===== src/rtl/core/running_light_speed_controller_defines.svh =====
// Assertion macros for the running light speed controller.
// Each use names a label, a property expression and a message.
`ifndef RUNNING_LIGHT_SPEED_CONTROLLER_DEFINES_SVH
`define RUNNING_LIGHT_SPEED_CONTROLLER_DEFINES_SVH

`ifndef SYNTH

// Checked on every rising edge outside reset
`define RLSC_ASSERT(lbl, prop, msg) \
  lbl: assert property (@(posedge clk) disable iff (rst) (prop)) else $error(msg);

// Checked on every rising edge, reset included
`define RLSC_ASSERT_ALWAYS(lbl, prop, msg) \
  lbl: assert property (@(posedge clk) (prop)) else $error(msg);

`else

`define RLSC_ASSERT(lbl, prop, msg)
`define RLSC_ASSERT_ALWAYS(lbl, prop, msg)

`endif

`endif


===== src/rtl/core/rlsc_pkg.sv =====
package rlsc_pkg;

  // Ring size and field widths
  localparam int NUM_LEDS   = 4;
  localparam int PERIOD_W   = 31;
  localparam int BUTTON_W   = 4;
  localparam int LED_OUT_W  = 4;
  localparam int CFG_IDX_W  = 2;

  // Button bit positions
  localparam int BTN_RUN  = 0;
  localparam int BTN_DIR  = 1;
  localparam int BTN_FAST = 2;
  localparam int BTN_SLOW = 3;

  // Register values after reset
  localparam logic [PERIOD_W-1:0] INITIAL_PERIOD_RST = PERIOD_W'(50000000);
  localparam logic [PERIOD_W-1:0] MIN_PERIOD_RST     = PERIOD_W'(12500000);
  localparam logic [PERIOD_W-1:0] MAX_PERIOD_RST     = PERIOD_W'(100000000);

  // Configuration register indexes
  typedef enum logic [CFG_IDX_W-1:0] {
    CFG_INITIAL_PERIOD = 2'd0,
    CFG_MIN_PERIOD     = 2'd1,
    CFG_MAX_PERIOD     = 2'd2
  } cfg_index_t;

  // Request kinds
  localparam logic REQ_TICK   = 1'b0;
  localparam logic REQ_BUTTON = 1'b1;

  typedef struct packed {
    logic                    we;
    logic [CFG_IDX_W-1:0]    index;
    logic [PERIOD_W-1:0]     data;
  } cfg_wr_t;

  typedef struct packed {
    logic                    req_type;
    logic [BUTTON_W-1:0]     buttons;
  } item_t;

  // Packed so that leds sits in the lowest bits
  typedef struct packed {
    logic [PERIOD_W-1:0]     step_period;
    logic                    reverse;
    logic                    is_running;
    logic                    stepped;
    logic [LED_OUT_W-1:0]    leds;
  } result_t;

endpackage


===== src/rtl/core/rlsc_step.sv =====
`include "running_light_speed_controller_defines.svh"

module rlsc_step
  import rlsc_pkg::*;
(
  input  logic    clk,
  input  logic    rst,
  input  cfg_wr_t cfg,
  input  logic    fire,
  input  item_t   item,
  output result_t result
);

  logic [NUM_LEDS-1:0] pattern, pattern_next;
  logic                run_flag, run_flag_next;
  logic                dir_flag, dir_flag_next;
  logic [PERIOD_W-1:0] period, period_next;
  logic [PERIOD_W-1:0] countdown, countdown_next;
  logic [BUTTON_W-1:0] last_buttons, last_buttons_next;
  logic [PERIOD_W-1:0] min_period, max_period;

  logic                              stepped;
  logic [BUTTON_W-1:0]               rise;
  logic [PERIOD_W-1:0]               halved;
  logic [PERIOD_W-1:0]               p_fast;
  logic [PERIOD_W:0]                 doubled;
  logic [NUM_LEDS+LED_OUT_W-1:0]     pattern_ext;

  // Next state for one request
  always_comb begin
    pattern_next      = pattern;
    run_flag_next     = run_flag;
    dir_flag_next     = dir_flag;
    period_next       = period;
    countdown_next    = countdown;
    last_buttons_next = last_buttons;
    stepped           = 1'b0;
    rise              = item.buttons & ~last_buttons;
    halved            = period >> 1;
    p_fast            = period;
    doubled           = '0;

    if (fire) begin
      if (item.req_type == REQ_TICK) begin
        if (countdown <= PERIOD_W'(1)) begin
          countdown_next = period;
          if (run_flag) begin
            stepped = 1'b1;
            if (!dir_flag) begin
              pattern_next = {pattern[NUM_LEDS-2:0], pattern[NUM_LEDS-1]};
            end else begin
              pattern_next = {pattern[0], pattern[NUM_LEDS-1:1]};
            end
          end
        end else begin
          countdown_next = countdown - PERIOD_W'(1);
        end
      end else begin
        last_buttons_next = item.buttons;
        if (rise[BTN_RUN]) begin
          run_flag_next = ~run_flag;
        end
        if (rise[BTN_DIR]) begin
          dir_flag_next = ~dir_flag;
        end
        // faster: halve and clamp to the minimum
        if (rise[BTN_FAST] && (period > min_period)) begin
          p_fast         = (halved < min_period) ? min_period : halved;
          countdown_next = p_fast;
        end
        period_next = p_fast;
        // slower: double and clamp to the maximum, after faster
        doubled = {p_fast, 1'b0};
        if (rise[BTN_SLOW] && (p_fast < max_period)) begin
          period_next    = (doubled > {1'b0, max_period}) ? max_period
                                                          : doubled[PERIOD_W-1:0];
          countdown_next = period_next;
        end
      end
    end

    // a new initial period loads period and counter straight away
    if (cfg.we && (cfg.index == CFG_INITIAL_PERIOD)) begin
      period_next    = cfg.data;
      countdown_next = cfg.data;
    end
  end

  // Result from the updated state; wider rings show the low LEDs only
  assign pattern_ext = {{LED_OUT_W{1'b0}}, pattern_next};

  always_comb begin
    result.leds        = pattern_ext[LED_OUT_W-1:0];
    result.stepped     = stepped;
    result.is_running  = run_flag_next;
    result.reverse     = dir_flag_next;
    result.step_period = period_next;
  end

  // State and configuration registers
  always_ff @(posedge clk) begin
    if (rst) begin
      pattern        <= NUM_LEDS'(1);
      run_flag       <= 1'b1;
      dir_flag       <= 1'b0;
      period         <= INITIAL_PERIOD_RST;
      countdown      <= INITIAL_PERIOD_RST;
      last_buttons   <= '0;
      min_period     <= MIN_PERIOD_RST;
      max_period     <= MAX_PERIOD_RST;
    end else begin
      pattern      <= pattern_next;
      run_flag     <= run_flag_next;
      dir_flag     <= dir_flag_next;
      period       <= period_next;
      countdown    <= countdown_next;
      last_buttons <= last_buttons_next;
      if (cfg.we) begin
        case (cfg.index)
          CFG_INITIAL_PERIOD: ;  // goes straight into period and counter
          CFG_MIN_PERIOD:     min_period     <= cfg.data;
          CFG_MAX_PERIOD:     max_period     <= cfg.data;
          default: ;
        endcase
      end
    end
  end

  // the light is a single lit LED
  `RLSC_ASSERT(a_pattern_onehot, $onehot(pattern), "LED pattern is not one-hot")
  // a step always moves the lit LED
  `RLSC_ASSERT(a_step_moves, stepped |=> (pattern != $past(pattern)),
               "step left the pattern unchanged")
  // button samples never move the light
  `RLSC_ASSERT(a_button_holds, (fire && item.req_type == REQ_BUTTON) |=> $stable(pattern),
               "button sample moved the light")
  // an expired count reloads the period
  `RLSC_ASSERT(a_reload_period, (fire && item.req_type == REQ_TICK && countdown <= PERIOD_W'(1))
               |=> (countdown == period), "expired count did not reload the period")

endmodule


===== src/rtl/core/rlsc_out_buf.sv =====
`include "running_light_speed_controller_defines.svh"

module rlsc_out_buf
  import rlsc_pkg::*;
(
  input  logic    clk,
  input  logic    rst,
  input  logic    load,
  input  result_t result_in,
  output logic    can_load,
  output logic    valid,
  input  logic    ready,
  output result_t result
);

  // Free when empty or when the held result leaves this cycle
  assign can_load = !valid || ready;

  always_ff @(posedge clk) begin
    if (rst) begin
      valid <= 1'b0;
    end else if (load) begin
      valid <= 1'b1;
    end else if (ready) begin
      valid <= 1'b0;
    end
  end

  always_ff @(posedge clk) begin
    if (load) begin
      result <= result_in;
    end
  end

  // never overwrite a result that is still waiting
  `RLSC_ASSERT_ALWAYS(a_no_overwrite, load |-> can_load, "result overwritten before taken")
  // a load always leaves a result on show
  `RLSC_ASSERT(a_load_shows, load |=> valid, "loaded result not shown")
  // a waiting result stays until taken
  `RLSC_ASSERT(a_wait_holds, (valid && !ready) |=> valid, "waiting result dropped")

endmodule


===== src/rtl/core/running_light_speed_controller.sv =====
// Running light speed controller: one lit LED steps round a ring, paced by a
// down counter that a tick request decrements; button requests toggle run and
// direction and halve or double the step period within min_period and
// max_period. Every request gives exactly one result. A request sits in the
// input register while its state update and result are formed, and the
// result moves into the output register once that register can load, so a
// held-off output keeps it waiting in the input register. One request is taken
// every cycle while m_tready is high; only a held-off output stalls the
// input. Write the period registers only while no request is in flight.
module running_light_speed_controller
  import rlsc_pkg::*;
(
  input  logic                 clk,
  input  logic                 rst,
  input  logic                 s_tvalid,
  output logic                 s_tready,
  input  logic [7:0]           s_tdata,   // [3:0] buttons, [7:4] zero
  input  logic                 s_tuser,   // [0] req_type
  output logic                 m_tvalid,
  input  logic                 m_tready,
  output logic [39:0]          m_tdata,   // [3:0] leds, [4] stepped, [5] is_running,
                                          // [6] reverse, [37:7] step_period, [39:38] zero
  input  logic                 cfg_we,
  input  logic [CFG_IDX_W-1:0] cfg_index,
  input  logic [PERIOD_W-1:0]  cfg_data
);

  logic    in_valid;
  item_t   in_item;
  logic    fire;
  logic    can_load;
  cfg_wr_t cfg;
  result_t step_result;
  result_t out_result;

  assign fire     = in_valid && can_load;
  assign s_tready = !in_valid || fire;

  // Input request register
  always_ff @(posedge clk) begin
    if (rst) begin
      in_valid <= 1'b0;
    end else if (s_tready) begin
      in_valid <= s_tvalid;
    end
  end

  always_ff @(posedge clk) begin
    if (s_tready && s_tvalid) begin
      in_item.req_type <= s_tuser;
      in_item.buttons  <= s_tdata[BUTTON_W-1:0];
    end
  end

  assign cfg.we    = cfg_we;
  assign cfg.index = cfg_index;
  assign cfg.data  = cfg_data;

  rlsc_step u_step (
    .clk    (clk),
    .rst    (rst),
    .cfg    (cfg),
    .fire   (fire),
    .item   (in_item),
    .result (step_result)
  );

  rlsc_out_buf u_out_buf (
    .clk       (clk),
    .rst       (rst),
    .load      (fire),
    .result_in (step_result),
    .can_load  (can_load),
    .valid     (m_tvalid),
    .ready     (m_tready),
    .result    (out_result)
  );

  assign m_tdata = {2'b00, out_result};

endmodule

===== config.mk =====
export PLATFORM = sky130hd
export DESIGN_NAME = running_light_speed_controller
export DESIGN_NICKNAME = d
export VERILOG_FILES = /design/src/rtl/core/rlsc_pkg.sv /design/src/rtl/core/rlsc_step.sv /design/src/rtl/core/rlsc_out_buf.sv /design/src/rtl/core/running_light_speed_controller.sv
export VERILOG_INCLUDE_DIRS = /design/src /design/src/rtl/core
export SDC_FILE = /design/constraint.sdc
export NUM_CORES = 1
export LEC_CHECK = 0
export BUFFER_PORTS_ARGS = -buffer_cell sky130_fd_sc_hd__buf_4
export CAP_MARGIN = 5
export CELL_PAD_IN_SITES_DETAIL_PLACEMENT = 1
export CELL_PAD_IN_SITES_GLOBAL_PLACEMENT = 1
export CORE_MARGIN = 4
export CORE_UTILIZATION = 25
export DETAILED_ROUTE_END_ITERATION = 8
export PLACE_DENSITY = 0.51
export SYNTH_ARGS = -nofsm -noshare
export SYNTH_HDL_FRONTEND = slang
export SYNTH_SLANG_ARGS = --single-unit
export TNS_END_PERCENT = 30

===== constraint.sdc =====
create_clock -name clk -period 5.9 [get_ports clk]
set_input_delay 0.295 -clock clk [delete_from_list [all_inputs] [get_ports clk]]
set_output_delay 0.295 -clock clk [all_outputs]
set_load 0.05 [all_outputs]

Word level (Yosys, flattened, before mapping)
Cells that the tools add are included.

Register bits: 179. Latch bits: 0. Memory bits (writable): 0. Bits in read-only memories: 0. Output and inout port bits: 42. Memories kept: 0.

Add/subtract/negate cells: 1. Multiply operators: 0. Divide/modulo/power cells: 0. Magnitude comparators: 5. Eq/ne operators: 3. Shift operators: 0. Mux-type cells: 29. Bitwise logic cells: 5. Reductions and logical operators: 17.

Operator list (count): 2-to-1 mux 31 bit (15); > comparator 32 x 31 -> 1 bit (1); > comparator 31 bit (1); <= comparator 31 x 1 -> 1 bit, second input constant (1); less-than comparator 30 x 31 -> 1 bit (1); less-than comparator 31 bit (1); subtractor 31 x 1 -> 31 bit, second input constant (1); 2-to-1 mux 4 bit (5); 2-to-1 mux 1 bit (9); AND reduction 2 bit (4); logical AND 1 bit (5); bitwise AND 4 bit (1); != test 4 x 1 -> 1 bit, second input constant (1); NOT 4 bit (1); nonzero test 2 bit (2); NOT 1 bit (3); equality test 2 x 1 -> 1 bit, second input constant (1); equality test 2 bit, second input constant (1); zero test 1 bit (2); zero test 2 bit (1); logical OR 1 bit (2); OR reduction 2 bit (1).

Depth between registers and ports, before layout
Gate-level depths: netlist of run 1.

Depth in word-level cells: 12. Depth in mapped cells: 23. Mapped depth without buffers: 19.

Hierarchy
From an unflattened synthesis of run 1, not the netlist that was laid out.

Cells, all modules: 1525. Area total of the unflattened synthesis: 12358.1 um^2.

By module, submodules not included: rlsc_step (instances 1, cells an instance 1469, area each 10939.2 um^2); rlsc_out_buf (instances 1, cells an instance 42, area each 1187.4 um^2); running_light_speed_controller (instances 1, cells an instance 14, area each 231.5 um^2).

Worst setup path before layout of run 1
Ideal clock, no wire load.

Path type: register to register. From: register u_step.min_period[4]. To: register u_out_buf.result[37] (netlist name) (data pin). Setup time: 0.270 ns. Arrival time: 4.934 ns. Data required time: 5.630 ns. Path slack: 0.696 ns. Stages on the path, launching flop included: 22. Clock period less this slack: 5.204 ns. Path through: dfxtp_1 inv_1 ha_1 a211oi_2 nor2_1 o31a_1 o41ai_4 and2_1 buf_2 buf_2 o21ai_0 ha_1 nand2_1 nor4_1 nand4_1 or3_1 mux2_2 o21ai_1 clkbuf_1 a21oi_1 a211oi_1 o21ai_0.

RTL lines: start, declared (RTL line rlsc_step.sv:20) `logic [PERIOD_W-1:0] min_period, max_period;`; start signal, assigned (RTL line rlsc_step.sv:121) `CFG_MIN_PERIOD: min_period <= cfg.data;`; end signal, assigned (RTL line rlsc_out_buf.sv:31) `result <= result_in;`; end, declared (RTL line rlsc_out_buf.sv:13) `output result_t result`.

==> qor.yml, run 1 <==
pwr:
  p_int_mw: 3.00
  pwr-share-clk: 0.239
  ir_drop_mv: 0.223
  p_sw_frac: 0.397
  pwr-share-comb: 0.475
  powerDensity_mw_per_mm2: 300
  netSwitchingPower_mw: 1.98
  p_leak_nw: 6.67
  pwr-share-seq: 0.286
sta:
  drv_slew: 0
  rsz0062_at_grt: "yes"
  setup_viol: 0
  holdWs_ns: 0.0385
  fmaxAchievable_mhz: 173
  timing.slew.headroom: 0.207
  worstMarginPinSlew_ns: 1.19
  post-route-period-util: 0.980
  fin_worst_skew_ns: 0.0118
  finalHoldViolations: 0
  final.setup.tns_ns: 0
  setup_ws_ns: 0.121
  finalCriticalPeriod_ns: 5.78
critical_path:
  cp_max_fo: 7
  worstSetupEndpointType: "flip-flop"
  crit_type: "reg -> reg"
  cp_slowest_stage_delay_ns: 0.44
  crit_arrival_ns: 5.98
  cp_slowest_cell: "or3_1"
  path_cells: "inv_1 -> buf_4 -> ha_1 -> nand4_1 -> inv_1 -> a21oi_2 -> o31ai_2 -> buf_4 -> a21o_4 -> mux2_2 -> mux2_2 -> ha_1 -> nand4_1 -> nor4_4 -> buf_4 -> nand4_1 -> or3_1 -> mux2_4 -> o21ai_4 -> buf_12 -> a21oi_1 -> a221oi_2 -> a21oi_1"
  startpoint_type: "flip-flop"
  cp.required_ns: 6.10
routing:
  drtAntennaViolNets: 0
  avgRoutedWirePerCell_um: 24.5
  post-route-drc-count: 0
  vias_per_cell: 5.36
  dr.pass1.iters: 5
  wirelength_um: 59400
  drt_iter0_markers: 923
  vias: 13000
logic_synthesis:
  synthArstFlopShare: 0
  synth_warnings: 0
  netlist-cell-type-count: 80
  synth.top_cells.by_area: "dfxtp_1, ha_1, edfxtp_1, a21oi_1, nand2_1"
  ys_top_cells_by_count: "nand2_1, a21oi_1, dfxtp_1"
  synthCells: 1470
  syn_area_mm2: 0.0123
  yosys.area.top_type: "dfxtp_1"
  synth_top_area_frac: 0.222
  synth_most_common_cell: "nand2_1"
  synthFlopType: "dfxtp_1"
  synth_area_per_cell_um2: 8.35
  seq_area_frac_synth: 0.327
  ys_seq_elements: 179
  synth_edf_count: 43
clock_network:
  cts_inserted_buffers: 17
  cts-root-buf: "clkbuf_16"
  cts.path.max_buffers: 2
  clock_latency_ns: 0.48
  clk_pin_slew_ns: 0.07
  cts_tree: "done"
  clock_sinks: 179
  htreeDepth: 4
floorplan:
  die_h_um: 230
  io-pin-count: 89
  num_rows: 80
  core_mm2: 0.0481
  die_area_mm2: 0.0527
  chipWidth_um: 230
  start_util: 0.255
placement:
  dp.final_hpwl_um: 42700
  placed_cells: 2361
  detailedPlace.worstSlack_ns: -0.463
  gp_congestion: 0.886
  port_buffers: 82
final_layout:
  final_cells: 2428
  nets: 1928
  n_fill_cell: 5636
  area_growth_pct: 35.3
  drive_above_1_share: 0.284
  antenna_cells: 0
run:
  cap_viol_max_count: 0
global_routing:
  grt_overflow: 0
  grt_pass1_vias: 13600
  grt_max_degree: 63
  grt_pass1_wl_um: 87500
  grt_usage: 0.220
  antenna_found_initial: 0
worst_hold_path:
  min_path_type: "in -> reg"
run_status:
  status: "finished clean"
==> sequential cells by signal (all words and copies together) (netlist names) <==
| signal | flops |
|---|---|
| in_item | 5 |
| in_valid | 1 |
| u_out_buf.result | 38 |
| u_out_buf.valid | 1 |
| u_step.countdown | 31 |
| u_step.dir_flag | 1 |
| u_step.last_buttons | 4 |
| u_step.max_period | 31 |
| u_step.min_period | 31 |
| u_step.pattern | 4 |
| u_step.period | 31 |
| u_step.run_flag | 1 |
==> routing by layer <==
layer / vias to the layer above / global-route usage / part of all wire
met5: - / 0 / 0
met4: 0 / 0.0749 / 0.025
met3: 77 / 0.0301 / 0.044
met2: 317 / 0.361 / 0.47
met1: 6533 / 0.297 / 0.46
li1: 6095 / - / -
==> power by group through the flow <==
stage               clock network [mW]  logic, mW  registers (mW)
finish                            1.19       2.36            1.42
global placement                     0       2.02            1.45
detailed placement                   0       2.04            1.45
floorplan                            0      0.977            1.49
global route                      1.27       2.52            1.43
CTS                               1.22       2.12            1.42
==> metrics by stage <==
step                       util  power, mW  cell area, um2
final                     0.345       4.98           16600
after floorplan               -       2.46           12300
after detailed placement  0.318       3.49           15300
after CTS                 0.334       4.76           16100
after global placement    0.318       3.47           15300
after global routing      0.345       5.23           16600
==> layout make-up <==
type / count / area (um2) / area share
well taps: 656 / 821 / 0.0494
multi-input cells: 1126 / 8040 / 0.484
flip-flops and latches: 179 / 4030 / 0.242
clock buffers: 20 / 447 / 0.0269
clock inverters: 12 / 130 / 0.00783
inverters: 80 / 300 / 0.0181
repair buffers: 355 / 2850 / 0.172
==> placed cells by master, fill, tap and decap left out, drive strengths merged, types with 14 or more instances in the layout <==
cell type / instances
nand3: 28
dfxtp: 136
o211ai: 48
mux2: 14
nor4: 29
a21oi: 153
nand2: 182
mux2i: 26
clkbuf: 23
ha: 122
a211oi: 44
nor3: 42
edfxtp: 43
nor2: 85
xnor2: 18
inv: 82
buf: 347
o32ai: 17
nand4: 24
o22ai: 15
o21ai: 93
==> timing repair <==
item	4_1_cts	5_1_grt
pin swaps	9	33
endpoints found under the setup margin	91	93
gates resized for setup	20	78
cloned	0	3
setup buffers	11	17
endpoints found under the hold margin	5	0
hold buffers	5	0
==> worst max-delay path: cells and delay by family (launching register included) <==
family | cells | cell delay (ns)
simple gates | 5 | 1.48
compound gates | 7 | 1.36
mux | 3 | 0.91
buf+inv | 6 | 0.80
fa+ha+maj | 2 | 0.60
flops | 1 | 0.35
==> cells by family after synthesis <==
group	after synthesis	share of synthesized area
muxes	40	0.0340
xor gates and xnor gates	26	0.0185
buffers and inverters	166	0.0554
adders and majority gates	122	0.124
other	1	0.000305
AOI/OAI and AO/OA	499	0.272
and+or+nand+nor	437	0.169
DFF	179	0.327
==> worst paths after layout <==
path	from	end	slack, ns	cells after the start
worst min register to register	u_step.last_buttons[2]	u_step.last_buttons[2]	0.46	2
worst max register to register	u_step.min_period[13]	u_out_buf.result[7]	0.12	23
worst min-delay path	s_tvalid	in_valid	0.04	3
worst max-delay path	u_step.min_period[13]	u_out_buf.result[7]	0.12	23
Power figures use the tool's default switching activity.
==> run 2, diff against run 1 <==
--- a/config.mk
+++ b/config.mk
@@ -7,13 +7,13 @@
 export NUM_CORES = 1
 export LEC_CHECK = 0
 export BUFFER_PORTS_ARGS = -buffer_cell sky130_fd_sc_hd__buf_4
-export CAP_MARGIN = 5
 export CELL_PAD_IN_SITES_DETAIL_PLACEMENT = 1
 export CELL_PAD_IN_SITES_GLOBAL_PLACEMENT = 1
 export CORE_MARGIN = 4
 export CORE_UTILIZATION = 25
 export DETAILED_ROUTE_END_ITERATION = 8
 export PLACE_DENSITY = 0.51
+export SETUP_SLACK_MARGIN = 0.2
 export SYNTH_ARGS = -nofsm -noshare
 export SYNTH_HDL_FRONTEND = slang
 export SYNTH_SLANG_ARGS = --single-unit
==> qor.yml, run 2 (same netlist as run 1, synthesis figures left out) <==
floorplan:
  io-pin-count: 89  # unchanged
  start_util: 0.255  # unchanged
  num_rows: 80  # unchanged
  core_mm2: 0.0481  # unchanged
  die_h_um: 230  # unchanged
  die_area_mm2: 0.0527  # unchanged
  chipWidth_um: 230  # unchanged
clock_network:
  clock_sinks: 179  # unchanged
  htreeDepth: 4  # unchanged
  cts_tree: "done"
  cts.path.max_buffers: 2  # unchanged
  cts_inserted_buffers: 17  # unchanged
  clk_pin_slew_ns: 0.08  # about the same
  clock_latency_ns: 0.47  # about the same
  cts-root-buf: "clkbuf_16"
global_routing:
  grt_pass1_wl_um: 87800  # +0.31%
  grt_max_degree: 63  # unchanged
  grt_usage: 0.220  # +0.000575
  antenna_found_initial: 0  # unchanged
  grt_pass1_vias: 13700  # +0.79%
  grt_overflow: 0  # unchanged
sta:
  drv_slew: 0  # unchanged
  rsz0062_at_grt: "yes"
  worstMarginPinSlew_ns: 1.24  # +0.0523 ns
  finalCriticalPeriod_ns: 5.75  # -0.0303 ns
  fmaxAchievable_mhz: 174  # +0.53%
  setup_viol: 0  # unchanged
  fin_worst_skew_ns: 0.00947  # -0.00236 ns
  timing.slew.headroom: 0.170  # -0.0369
  final.setup.tns_ns: 0  # unchanged
  post-route-period-util: 0.974  # -0.00514
  finalHoldViolations: 0  # unchanged
routing:
  vias_per_cell: 5.39  # +0.43%
  drt_iter0_markers: 1030  # +12%
  dr.pass1.iters: 7  # +2
  drtAntennaViolNets: 0  # unchanged
  avgRoutedWirePerCell_um: 24.7  # +1.0%
  vias: 13200  # +1.1%
  wirelength_um: 60400  # +1.7%
  post-route-drc-count: 0  # unchanged
pwr:
  ir_drop_mv: 0.227  # +1.7%
  p_leak_nw: 6.82  # +2.2%
  power_mw: 5.12  # +2.9%
  powerDensity_mw_per_mm2: 300  # about the same
placement:
  port_buffers: 82  # unchanged
  dp.final_hpwl_um: 42700  # unchanged
  gp_congestion: 0.886  # unchanged
critical_path:
  crit_arrival_ns: 5.98  # about the same
  cp.required_ns: 6.13  # +0.03 ns
  startpoint_type: "flip-flop"
  crit_type: "reg -> reg"
  worstSetupEndpointType: "flip-flop"
  cp_max_fo: 7  # unchanged
worst_hold_path:
  min_path_type: "in -> reg"
final_layout:
  drive_above_1_share: 0.322  # +0.0381
  final_cell_mix: "buf_4, nand2_1, a21oi_1"
  largest_reg_flops: 38  # unchanged
  antenna_cells: 0  # unchanged
  final_util: 0.355  # +0.0100
  mostFrequentLayoutCell: "buf_4"
  area_growth_pct: 39.2
  top_register: "u_out_buf.result"
  nets: 1945  # +0.88%
run_status:
  status: "finished clean"
run:
  cap_viol_max_count: 0  # unchanged
[run 2: changes by cell type in the layout (fill, tap and decap cells not counted), sizes merged]
cell  before  now
buf      347  364
[run 2: area by class of cell]
cell class                      instances  area [um2]
Timing Repair Buffer                  372        3040
Multi-Input combinational cell       1126        8300
Clock buffer                           20         447
Clock inverter                         12         130
Fill cell                            5592       31100
Inverter                               80         303
Tap cell                              656         821
Sequential cell                       179        4050
[run 2: repair_timing]
action                                  in CTS  in global routing
gates resized for setup                     44                126
cloned                                       0                  3
hold endpoints to repair                     5                  0
endpoints found under the setup margin      93                 93
hold buffers                                 5                  0
buffers inserted                            20                 24
pin swaps                                   20                 46
[run 2: layer usage]
| metal | GRT usage | wire (um) | vias up |
|---|---|---|---|
| met5 | 0 | 0 | - |
| met4 | 0.0787 | 1730 | 0 |
| li1 | - | - | 6133 |
| met2 | 0.360 | 28100 | 348 |
| met3 | 0.0317 | 3010 | 75 |
| met1 | 0.296 | 27600 | 6614 |
[run 2: report_power, final]
part / leakage, nW / switching [mW] / internal, mW
combinational: 5.02 / 1.40 / 1.10
sequential: 1.52 / 0.0819 / 1.35
clock: 0.281 / 0.554 / 0.636
[run 2: metrics by stage]
step | cells | hold WS, ns | setup slack (ns) | cell area, um2
final | 2445 | 0.0381 | 0.151 | 17100
after global routing | 2445 | 0.0330 | 0.00328 | 17100
after CTS | 2418 | 0.00813 | 0.177 | 16300
after detailed placement | 2361 | 0.446 | -0.463 | 15300
after global placement | 2361 | 0.437 | -0.378 | 15300
after floorplan | 1471 | 0.394 | 0.696 | 12300
[run 2: final timing paths]
kind,from,to,slack [ns],cells past startpoint
max,u_step.min_period[29],u_out_buf.result[30],0.15,21
min,s_tvalid,in_valid,0.04,3
max reg2reg,u_step.min_period[29],u_out_buf.result[30],0.15,21
min reg2reg,u_step.last_buttons[2],u_step.last_buttons[2],0.46,2
[run 2: critical path, stage by stage (launching register included)]
cell and delay, ns:
dfxtp_2 0.35, inv_1 0.09, buf_4 0.14, ha_1 0.30, nand4b_1 0.16, buf_4 0.19
nor4_4 0.31, a21o_4 0.29, mux2_2 0.37, mux2_2 0.30, ha_4 0.27, nand4_1 0.22
nor4_4 0.36, buf_4 0.17, nand4_1 0.20, or3_1 0.43, mux2_4 0.31, o21a_4 0.14
nor2_4 0.19, buf_12 0.14, mux2_2 0.36, a21o_1 0.20
==> run 3, diff against run 2 <==
--- a/config.mk
+++ b/config.mk
@@ -6,13 +6,13 @@
 export SDC_FILE = /design/constraint.sdc
 export NUM_CORES = 1
 export LEC_CHECK = 0
-export BUFFER_PORTS_ARGS = -buffer_cell sky130_fd_sc_hd__buf_4
 export CELL_PAD_IN_SITES_DETAIL_PLACEMENT = 1
 export CELL_PAD_IN_SITES_GLOBAL_PLACEMENT = 1
 export CORE_MARGIN = 4
 export CORE_UTILIZATION = 25
 export DETAILED_ROUTE_END_ITERATION = 8
-export PLACE_DENSITY = 0.51
+export DONT_BUFFER_PORTS = 1
+export PLACE_DENSITY = 0.49
 export SETUP_SLACK_MARGIN = 0.2
 export SYNTH_ARGS = -nofsm -noshare
 export SYNTH_HDL_FRONTEND = slang
==> qor.yml, run 3 (same netlist as run 1, synthesis figures left out) <==
placement:
  dp.final_hpwl_um: 43300  # +1.5%
  placed_cells: 2293  # -2.9%
  detailedPlace.worstSlack_ns: -0.423  # +0.0400 ns
  gp_congestion: 0.870  # -1.8%
  port_buffers: 0  # -100%
final_layout:
  largest_reg_flops: 38  # unchanged
  final_cell_mix: "buf_4, nand2_1, a21oi_1"
  drive_above_1_share: 0.271  # -0.0511
  final_util: 0.349  # -0.00613
  mostFrequentLayoutCell: "buf_4"
  n_fill_cell: 5575  # -0.30%
  top_register: "u_out_buf.result"
  nets: 1891  # -2.8%
  area_growth_pct: 36.8
  final_cells: 2395  # -2.0%
critical_path:
  startpoint_type: "flip-flop"
  worst_path_most_repeated_cell: "mux2_4"
  cp_slowest_cell: "or3_4"
  crit_arrival_ns: 6.04  # +0.06 ns
  regToRegSetupSlack_ns: 0.12  # -0.03 ns
  cp_slowest_stage_delay_ns: 0.47  # +0.04 ns
  cp_max_fo: 7  # unchanged
  crit_type: "reg -> reg"
  path_cells: "inv_2 -> buf_4 -> ha_4 -> nand4b_1 -> buf_4 -> nor4_4 -> a21o_4 -> mux2_4 -> mux2_4 -> ha_4 -> nand4_1 -> nor4_4 -> buf_4 -> nand4_1 -> or3_4 -> mux2_4 -> o21a_4 -> nor2_4 -> buf_12 -> mux2_4 -> a21o_1"
  worstSetupEndpointType: "flip-flop"
  cp.required_ns: 6.16  # +0.03 ns
routing:
  drtAntennaViolNets: 0  # unchanged
  vias_per_cell: 5.43  # +0.79%
  wirelength_um: 61700  # +2.1%
  avgRoutedWirePerCell_um: 25.8  # +4.2%
  dr.pass1.iters: 5  # -2
  vias: 13000  # -1.3%
  post-route-drc-count: 0  # unchanged
  drt_iter0_markers: 979  # -5.0%
run_status:
  status: "finished clean"
clock_network:
  cts_tree: "done"
  cts.path.max_buffers: 2  # unchanged
  htreeDepth: 4  # unchanged
  clock_sinks: 179  # unchanged
  clk_pin_slew_ns: 0.07  # about the same
  clock_latency_ns: 0.51  # +0.04 ns
  cts-root-buf: "clkbuf_16"
  cts_inserted_buffers: 17  # unchanged
sta:
  setup_ws_ns: 0.119  # -0.0323 ns
  post-route-period-util: 0.980  # +0.00547
  fmaxAchievable_mhz: 173  # -0.56%
  timing.slew.headroom: 0.185  # +0.0149
  finalHoldViolations: 0  # unchanged
  finalCriticalPeriod_ns: 5.78  # +0.0323 ns
  rsz0062_at_grt: "yes"
  final.setup.tns_ns: 0  # unchanged
  drv_slew: 0  # unchanged
  setup_viol: 0  # unchanged
  holdWs_ns: 0.0389  # +0.000776 ns
  worstMarginPinSlew_ns: 1.22  # -0.0193 ns
  fin_worst_skew_ns: 0.0163  # +0.00681 ns
pwr:
  p_leak_nw: 6.57  # -3.7%
  powerDensity_mw_per_mm2: 295  # -1.5%
  ir_drop_mv: 0.287  # +27%
worst_hold_path:
  min_path_type: "in -> reg"
floorplan:
  core_mm2: 0.0481  # unchanged
  die_area_mm2: 0.0527  # unchanged
  start_util: 0.255  # unchanged
  num_rows: 80  # unchanged
  io-pin-count: 89  # unchanged
  chipWidth_um: 230  # unchanged
  die_h_um: 230  # unchanged
global_routing:
  antenna_found_initial: 4  # +4
  grt_usage: 0.229  # +0.00913
  grt_pass1_wl_um: 89000  # +1.4%
  grt_pass1_vias: 13300  # -2.9%
  grt_overflow: 0  # unchanged
  grt_max_degree: 81  # +29%
run:
  cap_viol_max_count: 0  # unchanged
==> run 3: cell types whose count changed in the layout (fill, tap and decap cells not counted), sizes merged, moves of 3 or more <==
cell         change
inv              -3
diode            +4
dlygate4sd3     +36
buf             -89
==> run 3: worst max-delay path: cells and delay by family, from the launching register on <==
kind,cells,cell delay [ns]
flip-flops,1,0.33
AO/OA/AOI/OAI,3,0.62
multiplexers,4,1.24
adder cells (fa/ha/maj),2,0.52
AND/OR/NAND/NOR,7,2.03
buffers and inverters,5,0.76
==> run 3: final timing paths <==
| path | from | to | cells past startpoint |
|---|---|---|---|
| setup / recovery | u_step.min_period[29] | u_out_buf.result[30] | 21 |
| hold / removal | rst | u_step.countdown[18] | 2 |
| setup reg to reg | u_step.min_period[29] | u_out_buf.result[30] | 21 |
| hold reg to reg | u_step.max_period[30] | u_step.max_period[30] | 2 |
==> run 3: where the power goes <==
part | switching (mW) | total [mW] | internal [mW]
clock | 0.564 | 1.20 | 0.632
sequential | 0.136 | 1.48 | 1.35
combinational | 1.30 | 2.28 | 0.986
==> run 3: per-layer routing <==
| layer | share of wire | wire [um] | track usage |
|---|---|---|---|
| met5 | 0.00021 | 13 | 0 |
| met4 | 0.025 | 1550 | 0.0746 |
| met2 | 0.46 | 28600 | 0.372 |
| met1 | 0.45 | 27800 | 0.301 |
| met3 | 0.060 | 3710 | 0.0541 |
==> run 3: cell type report <==
class | count | area, um2 | area share
Sequential cell | 179 | 4020 | 0.240
Inverter | 80 | 300 | 0.0179
Clock inverter | 10 | 113 | 0.00670
Clock buffer | 22 | 454 | 0.0270
Timing Repair Buffer | 316 | 2650 | 0.158
Multi-Input combinational cell | 1128 | 8430 | 0.502
Antenna cell | 4 | 10.0 | 0.000596
Tap cell | 656 | 821 | 0.0489
==> run 3: repair_timing <==
action                                  4_1_cts  5_1_grt
endpoints found under the setup margin       93       93
gates resized for setup                      44      143
hold buffers                                 42        0
pin swaps                                    21       43
gates cloned                                  2        0
setup buffers                                10       12
endpoints found under the hold margin       118        0
==> run 3: per-stage QoR <==
stage,total power [mW],instance area [um2]
global route,5.21,16800
detailed placement,3.39,14800
global placement,3.36,14800
floorplan,2.46,12300
finish,4.96,16800
CTS,4.77,16100
